--- config.mk ---
export PLATFORM = sky130hd
export DESIGN_NAME = row_sorter
export DESIGN_NICKNAME = d
export VERILOG_FILES = /design/src/design/rs_pkg.sv /design/src/design/rs_front.sv /design/src/design/rs_queue.sv /design/src/design/rs_back.sv /design/src/design/row_sorter.sv
export SDC_FILE = /design/constraint.sdc
export NUM_CORES = 1
export LEC_CHECK = 0
export ABC_CLOCK_PERIOD_IN_PS = 3500
export BUFFER_PORTS_ARGS = -buffer_cell sky130_fd_sc_hd__buf_2
export CORE_MARGIN = 4
export CORE_UTILIZATION = 58
export DETAILED_ROUTE_END_ITERATION = 6
export GPL_TIMING_DRIVEN = 0
export PLACE_DENSITY = 0.75
export SLEW_MARGIN = 20
export SYNTH_ARGS = -nofsm -noshare
export SYNTH_HDL_FRONTEND = slang
export SYNTH_SLANG_ARGS = --single-unit
export TNS_END_PERCENT = 100
--- constraint.sdc ---
create_clock -name clock -period 3.5 [get_ports clock]
set_input_delay 0.525 -clock clock [delete_from_list [all_inputs] [get_ports clock]]
set_output_delay 0.525 -clock clock [all_outputs]
set_load 0.01 [all_outputs]
--- src/design/rs_pkg.sv ---
// Shared types and constants for the row sorter.
package rs_pkg;

   // Depth of the word queue between the sorting front end and the output stage.
   localparam int QUEUE_DEPTH = 4;

   typedef enum logic [1:0] {
      ST_LOAD  = 2'b01,
      ST_DRAIN = 2'b10
   } state_type;

endpackage

--- src/design/rs_front.sv ---
// Front end: compare-insert cell chain that loads a row, then shifts it out in order.
module rs_front #(
   parameter int ROW_LEN     = 16,
   parameter int VALUE_WIDTH = 16
) (
   input  logic                          clock,
   input  logic                          reset,
   input  logic                          req_valid,
   output logic                          req_stall,
   input  logic signed [VALUE_WIDTH-1:0] req_value,
   output logic                          push,
   output logic signed [VALUE_WIDTH-1:0] push_value,
   output logic                          push_row_end,
   input  logic                          full
);

   localparam int CW = $clog2(ROW_LEN + 1);

   rs_pkg::state_type state_ff, state_in;
   logic [CW-1:0] count_ff, count_in;
   logic signed [VALUE_WIDTH-1:0] cell_ff [ROW_LEN];
   logic signed [VALUE_WIDTH-1:0] cell_in [ROW_LEN];
   logic [ROW_LEN-1:0] lt;
   logic accept;
   logic shift;

   assign req_stall    = (state_ff != rs_pkg::ST_LOAD);
   assign accept       = req_valid && !req_stall;
   assign shift        = (state_ff == rs_pkg::ST_DRAIN) && !full;
   assign push         = shift;
   assign push_value   = cell_ff[0];
   assign push_row_end = (count_ff == CW'(1));

   // Cells hold the loaded words in ascending order; empty cells sit at the top end.
   always_comb begin
      for (int i = 0; i < ROW_LEN; i++) begin
         lt[i] = (CW'(i) >= count_ff) || (req_value < cell_ff[i]);
      end
   end

   always_comb begin
      for (int i = 0; i < ROW_LEN; i++) begin
         cell_in[i] = cell_ff[i];
         if (accept) begin
            if (lt[i]) begin
               if (i == 0) begin
                  cell_in[i] = req_value;
               end else if (!lt[i-1]) begin
                  cell_in[i] = req_value;
               end else begin
                  cell_in[i] = cell_ff[i-1];
               end
            end
         end else if (shift) begin
            if (i < ROW_LEN - 1) begin
               cell_in[i] = cell_ff[i+1];
            end
         end
      end
   end

   always_comb begin
      state_in = state_ff;
      count_in = count_ff;
      unique case (state_ff)
         rs_pkg::ST_LOAD: begin
            if (accept) begin
               count_in = count_ff + CW'(1);
               if (count_ff == CW'(ROW_LEN - 1)) begin
                  state_in = rs_pkg::ST_DRAIN;
               end
            end
         end
         rs_pkg::ST_DRAIN: begin
            if (shift) begin
               count_in = count_ff - CW'(1);
               if (count_ff == CW'(1)) begin
                  state_in = rs_pkg::ST_LOAD;
               end
            end
         end
         default: begin
            state_in = rs_pkg::ST_LOAD;
            count_in = '0;
         end
      endcase
   end

   always_ff @(posedge clock) begin
      if (reset) begin
         state_ff <= rs_pkg::ST_LOAD;
         count_ff <= '0;
      end else begin
         state_ff <= state_in;
         count_ff <= count_in;
      end
   end

   always_ff @(posedge clock) begin
      for (int i = 0; i < ROW_LEN; i++) begin
         cell_ff[i] <= cell_in[i];
      end
   end

endmodule

--- src/design/rs_queue.sv ---
// Short word queue between the front end and the output stage.
module rs_queue #(
   parameter int VALUE_WIDTH = 16
) (
   input  logic                          clock,
   input  logic                          reset,
   input  logic                          push,
   input  logic signed [VALUE_WIDTH-1:0] push_value,
   input  logic                          push_row_end,
   output logic                          full,
   input  logic                          pop,
   output logic signed [VALUE_WIDTH-1:0] pop_value,
   output logic                          pop_row_end,
   output logic                          empty
);

   localparam int PW = $clog2(rs_pkg::QUEUE_DEPTH);

   logic [VALUE_WIDTH:0] entry_ff [rs_pkg::QUEUE_DEPTH];
   logic [PW:0] wr_ptr_ff, wr_ptr_in;
   logic [PW:0] rd_ptr_ff, rd_ptr_in;

   assign empty = (wr_ptr_ff == rd_ptr_ff);
   assign full  = (wr_ptr_ff[PW] != rd_ptr_ff[PW]) &&
                  (wr_ptr_ff[PW-1:0] == rd_ptr_ff[PW-1:0]);

   assign pop_value   = entry_ff[rd_ptr_ff[PW-1:0]][VALUE_WIDTH-1:0];
   assign pop_row_end = entry_ff[rd_ptr_ff[PW-1:0]][VALUE_WIDTH];

   assign wr_ptr_in = wr_ptr_ff + (PW+1)'(push && !full);
   assign rd_ptr_in = rd_ptr_ff + (PW+1)'(pop && !empty);

   always_ff @(posedge clock) begin
      if (reset) begin
         wr_ptr_ff <= '0;
         rd_ptr_ff <= '0;
      end else begin
         wr_ptr_ff <= wr_ptr_in;
         rd_ptr_ff <= rd_ptr_in;
      end
   end

   always_ff @(posedge clock) begin
      if (push && !full) begin
         entry_ff[wr_ptr_ff[PW-1:0]] <= {push_row_end, push_value};
      end
   end

endmodule

--- src/design/rs_back.sv ---
// Output stage: registered result word fed from the queue.
module rs_back #(
   parameter int VALUE_WIDTH = 16
) (
   input  logic                          clock,
   input  logic                          reset,
   input  logic                          empty,
   input  logic signed [VALUE_WIDTH-1:0] pop_value,
   input  logic                          pop_row_end,
   output logic                          pop,
   output logic                          rsp_valid,
   input  logic                          rsp_stall,
   output logic signed [VALUE_WIDTH-1:0] rsp_sorted_value,
   output logic                          rsp_row_end
);

   logic valid_ff, valid_in;
   logic signed [VALUE_WIDTH-1:0] value_ff;
   logic row_end_ff;
   logic load;

   // Refill whenever the held word leaves or the register is empty.
   assign load     = !valid_ff || !rsp_stall;
   assign pop      = load && !empty;
   assign valid_in = load ? !empty : valid_ff;

   assign rsp_valid        = valid_ff;
   assign rsp_sorted_value = value_ff;
   assign rsp_row_end      = row_end_ff;

   always_ff @(posedge clock) begin
      if (reset) begin
         valid_ff <= 1'b0;
      end else begin
         valid_ff <= valid_in;
      end
   end

   always_ff @(posedge clock) begin
      if (pop) begin
         value_ff   <= pop_value;
         row_end_ff <= pop_row_end;
      end
   end

endmodule

--- src/design/row_sorter.sv ---
// Row sorter top level: sorts fixed-length rows of signed words into ascending order.
// A row of ROW_LEN words is taken one word per cycle into a chain of compare-insert
// cells, which keeps the row in order as it loads. Once the last word of the row is in,
// the input stalls while the chain shifts the sorted row out, one word per cycle while the
// queue has room, into a four-word queue ahead of the output register; rsp_row_end marks
// the largest word. The chain has a single shift-out port, so it takes no new row until
// the last row has been shifted out. Equal words come out adjacent in any order. No
// clearing is needed after reset.
module row_sorter #(
   parameter int ROW_LEN     = 16,
   parameter int VALUE_WIDTH = 16
) (
   input  logic                          clock,
   input  logic                          reset,
   input  logic                          req_valid,
   output logic                          req_stall,
   input  logic signed [VALUE_WIDTH-1:0] req_value,
   output logic                          rsp_valid,
   input  logic                          rsp_stall,
   output logic signed [VALUE_WIDTH-1:0] rsp_sorted_value,
   output logic                          rsp_row_end
);

   logic                          push;
   logic signed [VALUE_WIDTH-1:0] push_value;
   logic                          push_row_end;
   logic                          full;
   logic                          pop;
   logic signed [VALUE_WIDTH-1:0] pop_value;
   logic                          pop_row_end;
   logic                          empty;

   rs_front #(
      .ROW_LEN     (ROW_LEN),
      .VALUE_WIDTH (VALUE_WIDTH)
   ) u_front (
      .clock        (clock),
      .reset        (reset),
      .req_valid    (req_valid),
      .req_stall    (req_stall),
      .req_value    (req_value),
      .push         (push),
      .push_value   (push_value),
      .push_row_end (push_row_end),
      .full         (full)
   );

   rs_queue #(
      .VALUE_WIDTH (VALUE_WIDTH)
   ) u_queue (
      .clock        (clock),
      .reset        (reset),
      .push         (push),
      .push_value   (push_value),
      .push_row_end (push_row_end),
      .full         (full),
      .pop          (pop),
      .pop_value    (pop_value),
      .pop_row_end  (pop_row_end),
      .empty        (empty)
   );

   rs_back #(
      .VALUE_WIDTH (VALUE_WIDTH)
   ) u_back (
      .clock            (clock),
      .reset            (reset),
      .empty            (empty),
      .pop_value        (pop_value),
      .pop_row_end      (pop_row_end),
      .pop              (pop),
      .rsp_valid        (rsp_valid),
      .rsp_stall        (rsp_stall),
      .rsp_sorted_value (rsp_sorted_value),
      .rsp_row_end      (rsp_row_end)
   );

endmodule

# Word-level counts from Yosys, hierarchy flattened
# Memories as Yosys holds them, arrays and structs flattened. A register that Yosys moved wholly into a read port is not among the register bits.
# Cells that the tools add are included.
# totals
reg_bits	14
latch_bits	0
mem_bits_rw	324
romBits	0
in_bits	20
n_memories	2
# op_classes
n_addsub	4
multipliers	0
div_mod_pow	0
order_cmp	32
n_eq_ne	12
n_shift	0
n_mux	72
n_bitwise	0
n_reduce_logical	30
# mem_list
name	depth	width	rd	rd_ports_with_merged_regs	write_ports	line_no	text
u_front.cell_ff	16	16	16	0	16	rs_front.sv:21	logic signed [VALUE_WIDTH-1:0] cell_ff [ROW_LEN];
u_queue.entry_ff	4	17	1	1	1	rs_queue.sv:19	logic [VALUE_WIDTH:0] entry_ff [rs_pkg::QUEUE_DEPTH];
# ops
op	n
2-to-1 mux 16 bit	62
less-than comparator 16 bit	16
greater-or-equal comparator 4 x 5 -> 1 bit, first input constant	8
greater-or-equal comparator 3 x 5 -> 1 bit, first input constant	4
logical OR 1 bit	17
greater-or-equal comparator 1 x 5 -> 1 bit, first input constant	2
greater-or-equal comparator 2 x 5 -> 1 bit, first input constant	2
2-to-1 mux 5 bit	2
!= test 2 x 1 -> 1 bit, second input constant	5
one-hot mux 5 bit (2 select lines)	1
2-to-1 mux 2 bit	4
adder 3 x 1 -> 3 bit	2
logical AND 1 bit	6
adder 5 x 1 -> 5 bit, second input constant	1
equality test 5 x 1 -> 1 bit, second input constant	1
equality test 5 x 4 -> 1 bit, second input constant	1
zero test 1 bit	5
subtractor 5 x 1 -> 5 bit, second input constant	1
one-hot mux 2 bit (2 select lines)	1
AND reduction 4 bit	1
equality test 3 bit	1
equality test 2 x 1 -> 1 bit, second input constant	1
equality test 2 bit	1
equality test 2 bit, second input constant	1
other kinds (3)	4

# Logic depth before layout (Yosys ltp)
# Gate-level depths: netlist (run 1).
# logic_depth
ltp_word	7
mapped_depth	11
depth_no_buf	9

# Cells and area by module
# Synthesis (run 1) repeated with hierarchy kept, for this count alone.
# hier_totals
hier_cells	2325
hier_area_um2	23796.6
# modules_own_cells
module	n_inst	cells_per_inst	area_each_um2
rs_front	1	2178	20388.3
rs_queue	1	126	2860.2
rs_back	1	21	548.0

# Least setup slack after synthesis (run 1)
# Ideal clock, no wire load.
# synth_timing
path_type	input to register
start	in req_value[9]
end	mem u_front.cell_ff[9][0] (netlist: u_front.cell_ff[1][16]) (enable)
setup_ns	0.411
arrival_time_ns	3.397
t_required_ns	3.089
setup_slack_ns	-0.309
path_stages	9
n_path_buf	2
path_cell_list	ha_1 a41oi_1 o21ai_0 a221o_1 nor3_2 mux2_4 buf_12 buf_12 o21ai_0
# synth_rtl
item	line_no	text
start: declaration	row_sorter.sv:17	input logic signed [VALUE_WIDTH-1:0] req_value,
end: declaration	rs_front.sv:21	

==> results of run 1 <==
[what timing repair did]
item                       CTS  global route
setup endpoints to repair  160           127
resized for setup            8            11
hold buffers                 0             0
pin swaps                    0             0
[cell usage in the layout, fill, tap and decap left out, types with 70 or more instances in the layout]
cell type  synthesis  final
a31oi_1           86     86
a21oi_1          125    124
ha_1             251    251
nand2_1          101     92
a21o_1            70     70
mux2i_1          100    100
clkbuf_1          95     99
or3b_2            80     80
edfxtp_1         341    341
o21ai_0          146    141
inv_1            261    261
nor2_1           227    226
[cell families after synthesis]
family	count (synthesis)	share of synthesized area, %
xor+xnor	7	0.259
flops	355	44.5
mux	135	6.73
compound gates	564	15.8
fa+ha+maj	251	13.3
buf+inv	401	7.00
simple gates	568	12.5
[routing by layer]
| layer | share of wire [%] | track usage (%) | up-vias | wire [um] |
|---|---|---|---|---|
| met5 | 0 | 0 | - | 0 |
| met3 | 13 | 9.44 | 311 | 10200 |
| met2 | 44 | 55.4 | 1388 | 35800 |
| met1 | 37 | 46.7 | 9626 | 30200 |
| li1 | - | - | 8579 | - |
| met4 | 6.2 | 19.4 | 0 | 5020 |
[power by group through the flow]
stage	Sequential, mW	Clock (mW)	Combinational, mW
3_3_place_gp	9.16	0	9.67
2_1_floorplan	8.36	0	7.17
3_5_place_dp	9.18	0	10.2
4_1_cts	9.10	4.24	10.3
6_report	9.20	4.25	10.7
5_1_grt	9.29	4.42	11.6
[cell type report]
type	instances	area [um^2]
Clock inverter	25	233
Clock buffer	48	1050
Fill cell	3203	14000
Timing Repair Buffer	45	270
Buffer	139	677
Multi-Input combinational cell	1525	11500
Tap cell	525	657
Antenna cell	7	17.5
Sequential cell	355	10500
Inverter	262	983
[stage by stage]
step | instance area (um^2) | utilization [%] | std cells | hold WS, ns
2_1_floorplan | 23700 | - | 2281 | 0.483
3_3_place_gp | 24500 | 61.3 | 2843 | 0.473
3_5_place_dp | 24600 | 61.5 | 2851 | 0.513
4_1_cts | 25900 | 64.8 | 2924 | 0.157
5_1_grt | 25900 | 64.8 | 2925 | 0.160
6_report | 26000 | 64.9 | 2931 | 0.167
[flip-flops by register name (all words and copies together), names as in the netlist]
register / flops
u_front.count_ff: 5
u_queue.wr_ptr_ff: 3
u_back.rsp_valid: 1
u_back.rsp_sorted_value: 16
u_queue.entry_ff: 68
u_back.rsp_row_end: 1
u_front.cell_ff: 256
u_front.state_ff: 2
u_queue.rd_ptr_ff: 3
[cells in the mapped netlist, types with 5 or more instances]
master,n
nand3_2,13
o221ai_2,15
xnor2_1,6
ha_1,251
nor2b_1,12
nand4_1,33
o221a_2,6
a21o_1,70
o21a_1,5
inv_1,261
nor2_1,227
and3_1,11
mux4_2,17
buf_2,28
a221oi_1,6
buf_4,6
o21ai_0,146
a221o_1,8
a211oi_1,5
nand2_1,101
a21oi_1,125
a22oi_1,17
or3b_2,80
nor3_1,8
clkbuf_1,95
dfxtp_1,14
mux2i_1,100
a31oi_1,86
mux2_1,9
mux2_2,7
edfxtp_1,341
o221ai_1,30
nand2b_1,17
buf_6,6
nand3_1,46
[worst max path at each step]
stage | start | end | slack (ns) | cells past startpoint
after global routing | req_value[6] | u_front.cell_ff[1][72] | 0.008 | 9
final | req_value[5] | u_front.cell_ff[1][108] | 0.11 | 10
after CTS | req_value[9] | u_front.cell_ff[1][19] | 0.02 | 11
after global placement | req_value[9] | u_front.cell_ff[1][22] | -1.14 | 10
after detailed placement | req_value[15] | u_front.cell_ff[1][2] | -0.64 | 10
after floorplan | req_value[9] | u_front.cell_ff[1][16] | 0.13 | 9
[worst max-delay path, cell delays in order]
cell	delay [ns]
buf_2	0.63
ha_1	0.38
a21o_1	0.18
a21o_1	0.17
a21oi_1	0.23
o21ai_0	0.13
o21a_1	0.21
o21ai_4	0.35
buf_4	0.29
a21bo_2	0.48
==> results.toml, run 1 <==
[timing]
rsz0062_at_grt = "false"
finalCritPeriodShare_pct = 96.8
setup_viol = 0
tns_ns = 0
layout_setup_ws_ns = 0.113
fmax_mhz = 295
slew_headroom_pct = 27.0
report.final.slew_viol_count = 0
period_needed_ns = 3.39
worstMarginPinSlew_ns = 1.09
hold_viol_final = 0
finClkSkew_ns = 0.0167

[placed_design]
pre_cts_ws_ns = -0.637
globalplace.congestion = 0.988
port_buffers = 37
dp_hpwl_mm = 57.1

[cells_and_area]
nets = 2640
area_growth_pct = 9.69
drive_gt1_share_pct = 13.8

[yosys]
ys_warn_count = 0
synth_top_area_share_pct = 43.3
yosysSeqAreaShare_pct = 44.5
synth.area.top_cells = "edfxtp_1, ha_1, mux2i_1, inv_1, nor2_1"
synth_edf_count = 341
async_reset_ff_share_pct = 0
synthCells = 2281
synth_seq_cells = 355
yosysUniqueCellTypes = 77
syn_area_um2 = 23700
yosysTopAreaCell = "edfxtp_1"
synth_area_per_cell_um2 = 10.4
syn-num-nets = 2552
ys_dominant_reg_cell = "edfxtp_1"

[min_path]
hp-class = "input port to flip-flop"
hold_path_depth = 2
min_from = "reset"
hold_end = "u_queue.rd_ptr_ff[1]"

[status]
status = "complete, no violations"

[floorplan]
fp-row-count = 73
dieArea_um2 = 44100
ios = 39
coreArea_um2 = 40000
die-height_um = 210
die_w_um = 210
initial_utilization_pct = 59.2

[clock_tree]
post-cts-setup-buffers = 0
clk_pin_slew_worst_paths_ns = 0.06
clock_tree.root_cell = "clkbuf_16"
htreeDepth = 2
worstSkewPairLatency_ns = 0.59
clk_path_buf_depth = 3
clock-sinks = 355
cts_made_buffers = 41
cts_tree = "yes"

[grt]
grt_max_degree = 20
grt_pass1_wl_mm = 120
first_global_vias = 19400
antenna_found_initial = 3
grt_overflow = 0
grt_use_total_pct = 35.9

[setup_path]
timing.rr.end = "u_front.cell_ff[1][54]"
required_ns = 3.73
timing.reg2reg.setup_slack_ns = 0.12
reg2reg_from = "u_front.count_ff[0]"
reg2reg_depth = 11
critPathKind = "input port to flip-flop"
critPathLaunchType = "input port"
cp_max_fo = 19
endpoint_kind = "flip-flop"
arrival_ns = 3.61

[routing]
via_per_inst = 6.79
num_vias = 19900
dr.pass1.iters = 6
wl_per_cell_um = 27.7
wl_mm = 81.2
final_antenna_net_count = 0
drt-initial-drc-count = 2673
drc = 0

[pwr]
combPwrFrac_pct = 44.2
power_frac_seq_pct = 38.2
p_clk_share_pct = 17.6
finalPower_mw = 24.1
p_switching_mw = 10.4
total_leakage_power_nw = 11.0
intPower_mw = 13.7
pwr_density_cell_nw_per_um2 = 929
netSwitchingFraction_pct = 43.3
vdd_ir_drop_max_uv = 513

[job]
maxCapViolCount = 0
Power figures use the tool's default switching activity.
==> run 2: changes to the inputs <==
--- a/config.mk
+++ b/config.mk
@@ -6,12 +6,12 @@
 export NUM_CORES = 1
 export LEC_CHECK = 0
 export ABC_CLOCK_PERIOD_IN_PS = 3500
-export BUFFER_PORTS_ARGS = -buffer_cell sky130_fd_sc_hd__buf_2
 export CORE_MARGIN = 4
-export CORE_UTILIZATION = 58
+export CORE_UTILIZATION = 59
 export DETAILED_ROUTE_END_ITERATION = 6
+export DONT_BUFFER_PORTS = 1
 export GPL_TIMING_DRIVEN = 0
-export PLACE_DENSITY = 0.75
+export PLACE_DENSITY = 0.76
 export SLEW_MARGIN = 20
 export SYNTH_ARGS = -nofsm -noshare
 export SYNTH_HDL_FRONTEND = slang
==> results.toml, run 2 (synthesized netlist as in run 1, its figures left out) <==
[status]
status = "complete, no violations"

[timing]
rsz0062_at_grt = "false"
period_needed_ns = 3.37
tns_ns = 0
finalCritPeriodShare_pct = 96.4
slew_headroom_pct = 24.3
worstMarginPinSlew_ns = 1.14
finClkSkew_ns = 0.0138
holdWs_ns = 0.0875
fmax_mhz = 296
setup_viol = 0
hold_viol_final = 0
report.final.slew_viol_count = 0

[floorplan]
coreArea_um2 = 39700
die_w_um = 208
fp-row-count = 73
initial_utilization_pct = 59.6
dieArea_um2 = 43400
die-height_um = 208
ios = 39

[grt]
grt_pass1_wl_mm = 125
grt_max_degree = 20
antenna_found_initial = 4
grt_overflow = 0
grt_use_total_pct = 38.3
first_global_vias = 19400

[routing]
wl_per_cell_um = 29.6
final_antenna_net_count = 0
drt-initial-drc-count = 2915
via_per_inst = 6.86
dr.pass1.iters = 6
wl_mm = 85.3
num_vias = 19800
drc = 0

[setup_path]
critPathKind = "flip-flop to flip-flop"
critPathLaunchType = "flip-flop"
endpoint_kind = "flip-flop"
cp_max_fo = 16
required_ns = 3.71
arrival_ns = 3.59

[placed_design]
port_buffers = 0
globalplace.congestion = 0.990
place_area_um2 = 24400
dp_hpwl_mm = 60.9

[cells_and_area]
final_cell_mix = "edfxtp_1, inv_1, ha_1"
layout_commonest_cell = "edfxtp_1"
nets = 2602
fin_area_um2 = 25800
largest-register = "u_front.cell_ff"
area_growth_pct = 9.08
drive_gt1_share_pct = 12.4
largest_reg_flops = 256

[clock_tree]
worstSkewPairLatency_ns = 0.58
htreeDepth = 2
clk_pin_slew_worst_paths_ns = 0.06
clk_path_buf_depth = 3
clock-sinks = 355
cts_made_buffers = 39
cts_tree = "yes"
clock_tree.root_cell = "clkbuf_16"

[job]
maxCapViolCount = 0

[pwr]
total_leakage_power_nw = 10.9
vdd_ir_drop_max_uv = 536
pwr_density_cell_nw_per_um2 = 944
finalPower_mw = 24.4

[min_path]
hp-class = "input port to flip-flop"
run 2: changes by cell type in the layout (fill, tap and decap cells not counted), sizes merged:
cell / previous run / this run
bufinv: 3 / 6
clkbuf: 147 / 134
buf: 85 / 53
inv: 262 / 263
clkinv: 17 / 20
diode: 7 / 2
dlygate4sd3: 0 / 1
clkinvlp: 5 / 1
run 2: worst paths after layout:
path,start,to,slack [ns],cells after the start
max,u_queue.rd_ptr_ff[1],u_front.cell_ff[0][92],0.13,8
min,rsp_stall,u_back.rsp_valid,0.09,2
max reg2reg,u_queue.rd_ptr_ff[1],u_front.cell_ff[0][92],0.13,8
min reg2reg,u_front.state_ff[0],u_front.state_ff[0],0.54,2
run 2: final cells by class:
cell class,count,area (um^2)
Clock buffer,40,980
Fill cell,3163,13900
Tap cell,525,657
Inverter,262,983
Clock inverter,28,323
Timing Repair Buffer,9,88.8
Sequential cell,355,10500
Buffer,139,677
Antenna cell,2,5.00
Multi-Input combinational cell,1525,11600
run 2: worst max-delay path, stage by stage (launching register included):
cell,delay (ns)
dfxtp_1,0.33
clkbuf_1,0.47
xnor2_1,0.23
and3_1,0.25
nand2b_1,0.20
inv_1,0.17
nand2_2,0.39
buf_2,0.54
nand2_2,0.42
run 2: what timing repair did:
action | CTS | global route
hold endpoints to repair | 4 | 0
setup buffers | 0 | 0
setup endpoints to repair | 201 | 221
cloned | 0 | 0
hold buffers | 1 | 0
gates resized for setup | 5 | 18
run 2: routing by layer:
layer	routed length [um]	global-route usage [%]	part of all wire, %
met1	31100	51.0	37
met4	5490	19.9	6.4
met5	18	0	0.021
met2	36400	56.6	43
met3	12300	11.9	14
run 2: power by group:
part / internal, mW / total [mW] / switching, mW / leakage (nW)
combinational: 3.76 / 10.5 / 6.70 / 6.91
sequential: 7.51 / 9.59 / 2.08 / 3.36
clock: 2.50 / 4.31 / 1.81 / 0.640
run 2: per-stage QoR:
stage / cells / setup slack (ns) / utilization, %
final: 2885 / 0.127 / 65.0
after global routing: 2883 / 0.0248 / 65.0
after CTS: 2883 / -0.170 / 64.8
after detailed placement: 2814 / -0.585 / 61.5
after global placement: 2806 / -0.743 / 61.2
after floorplan: 2281 / 0.129 / -
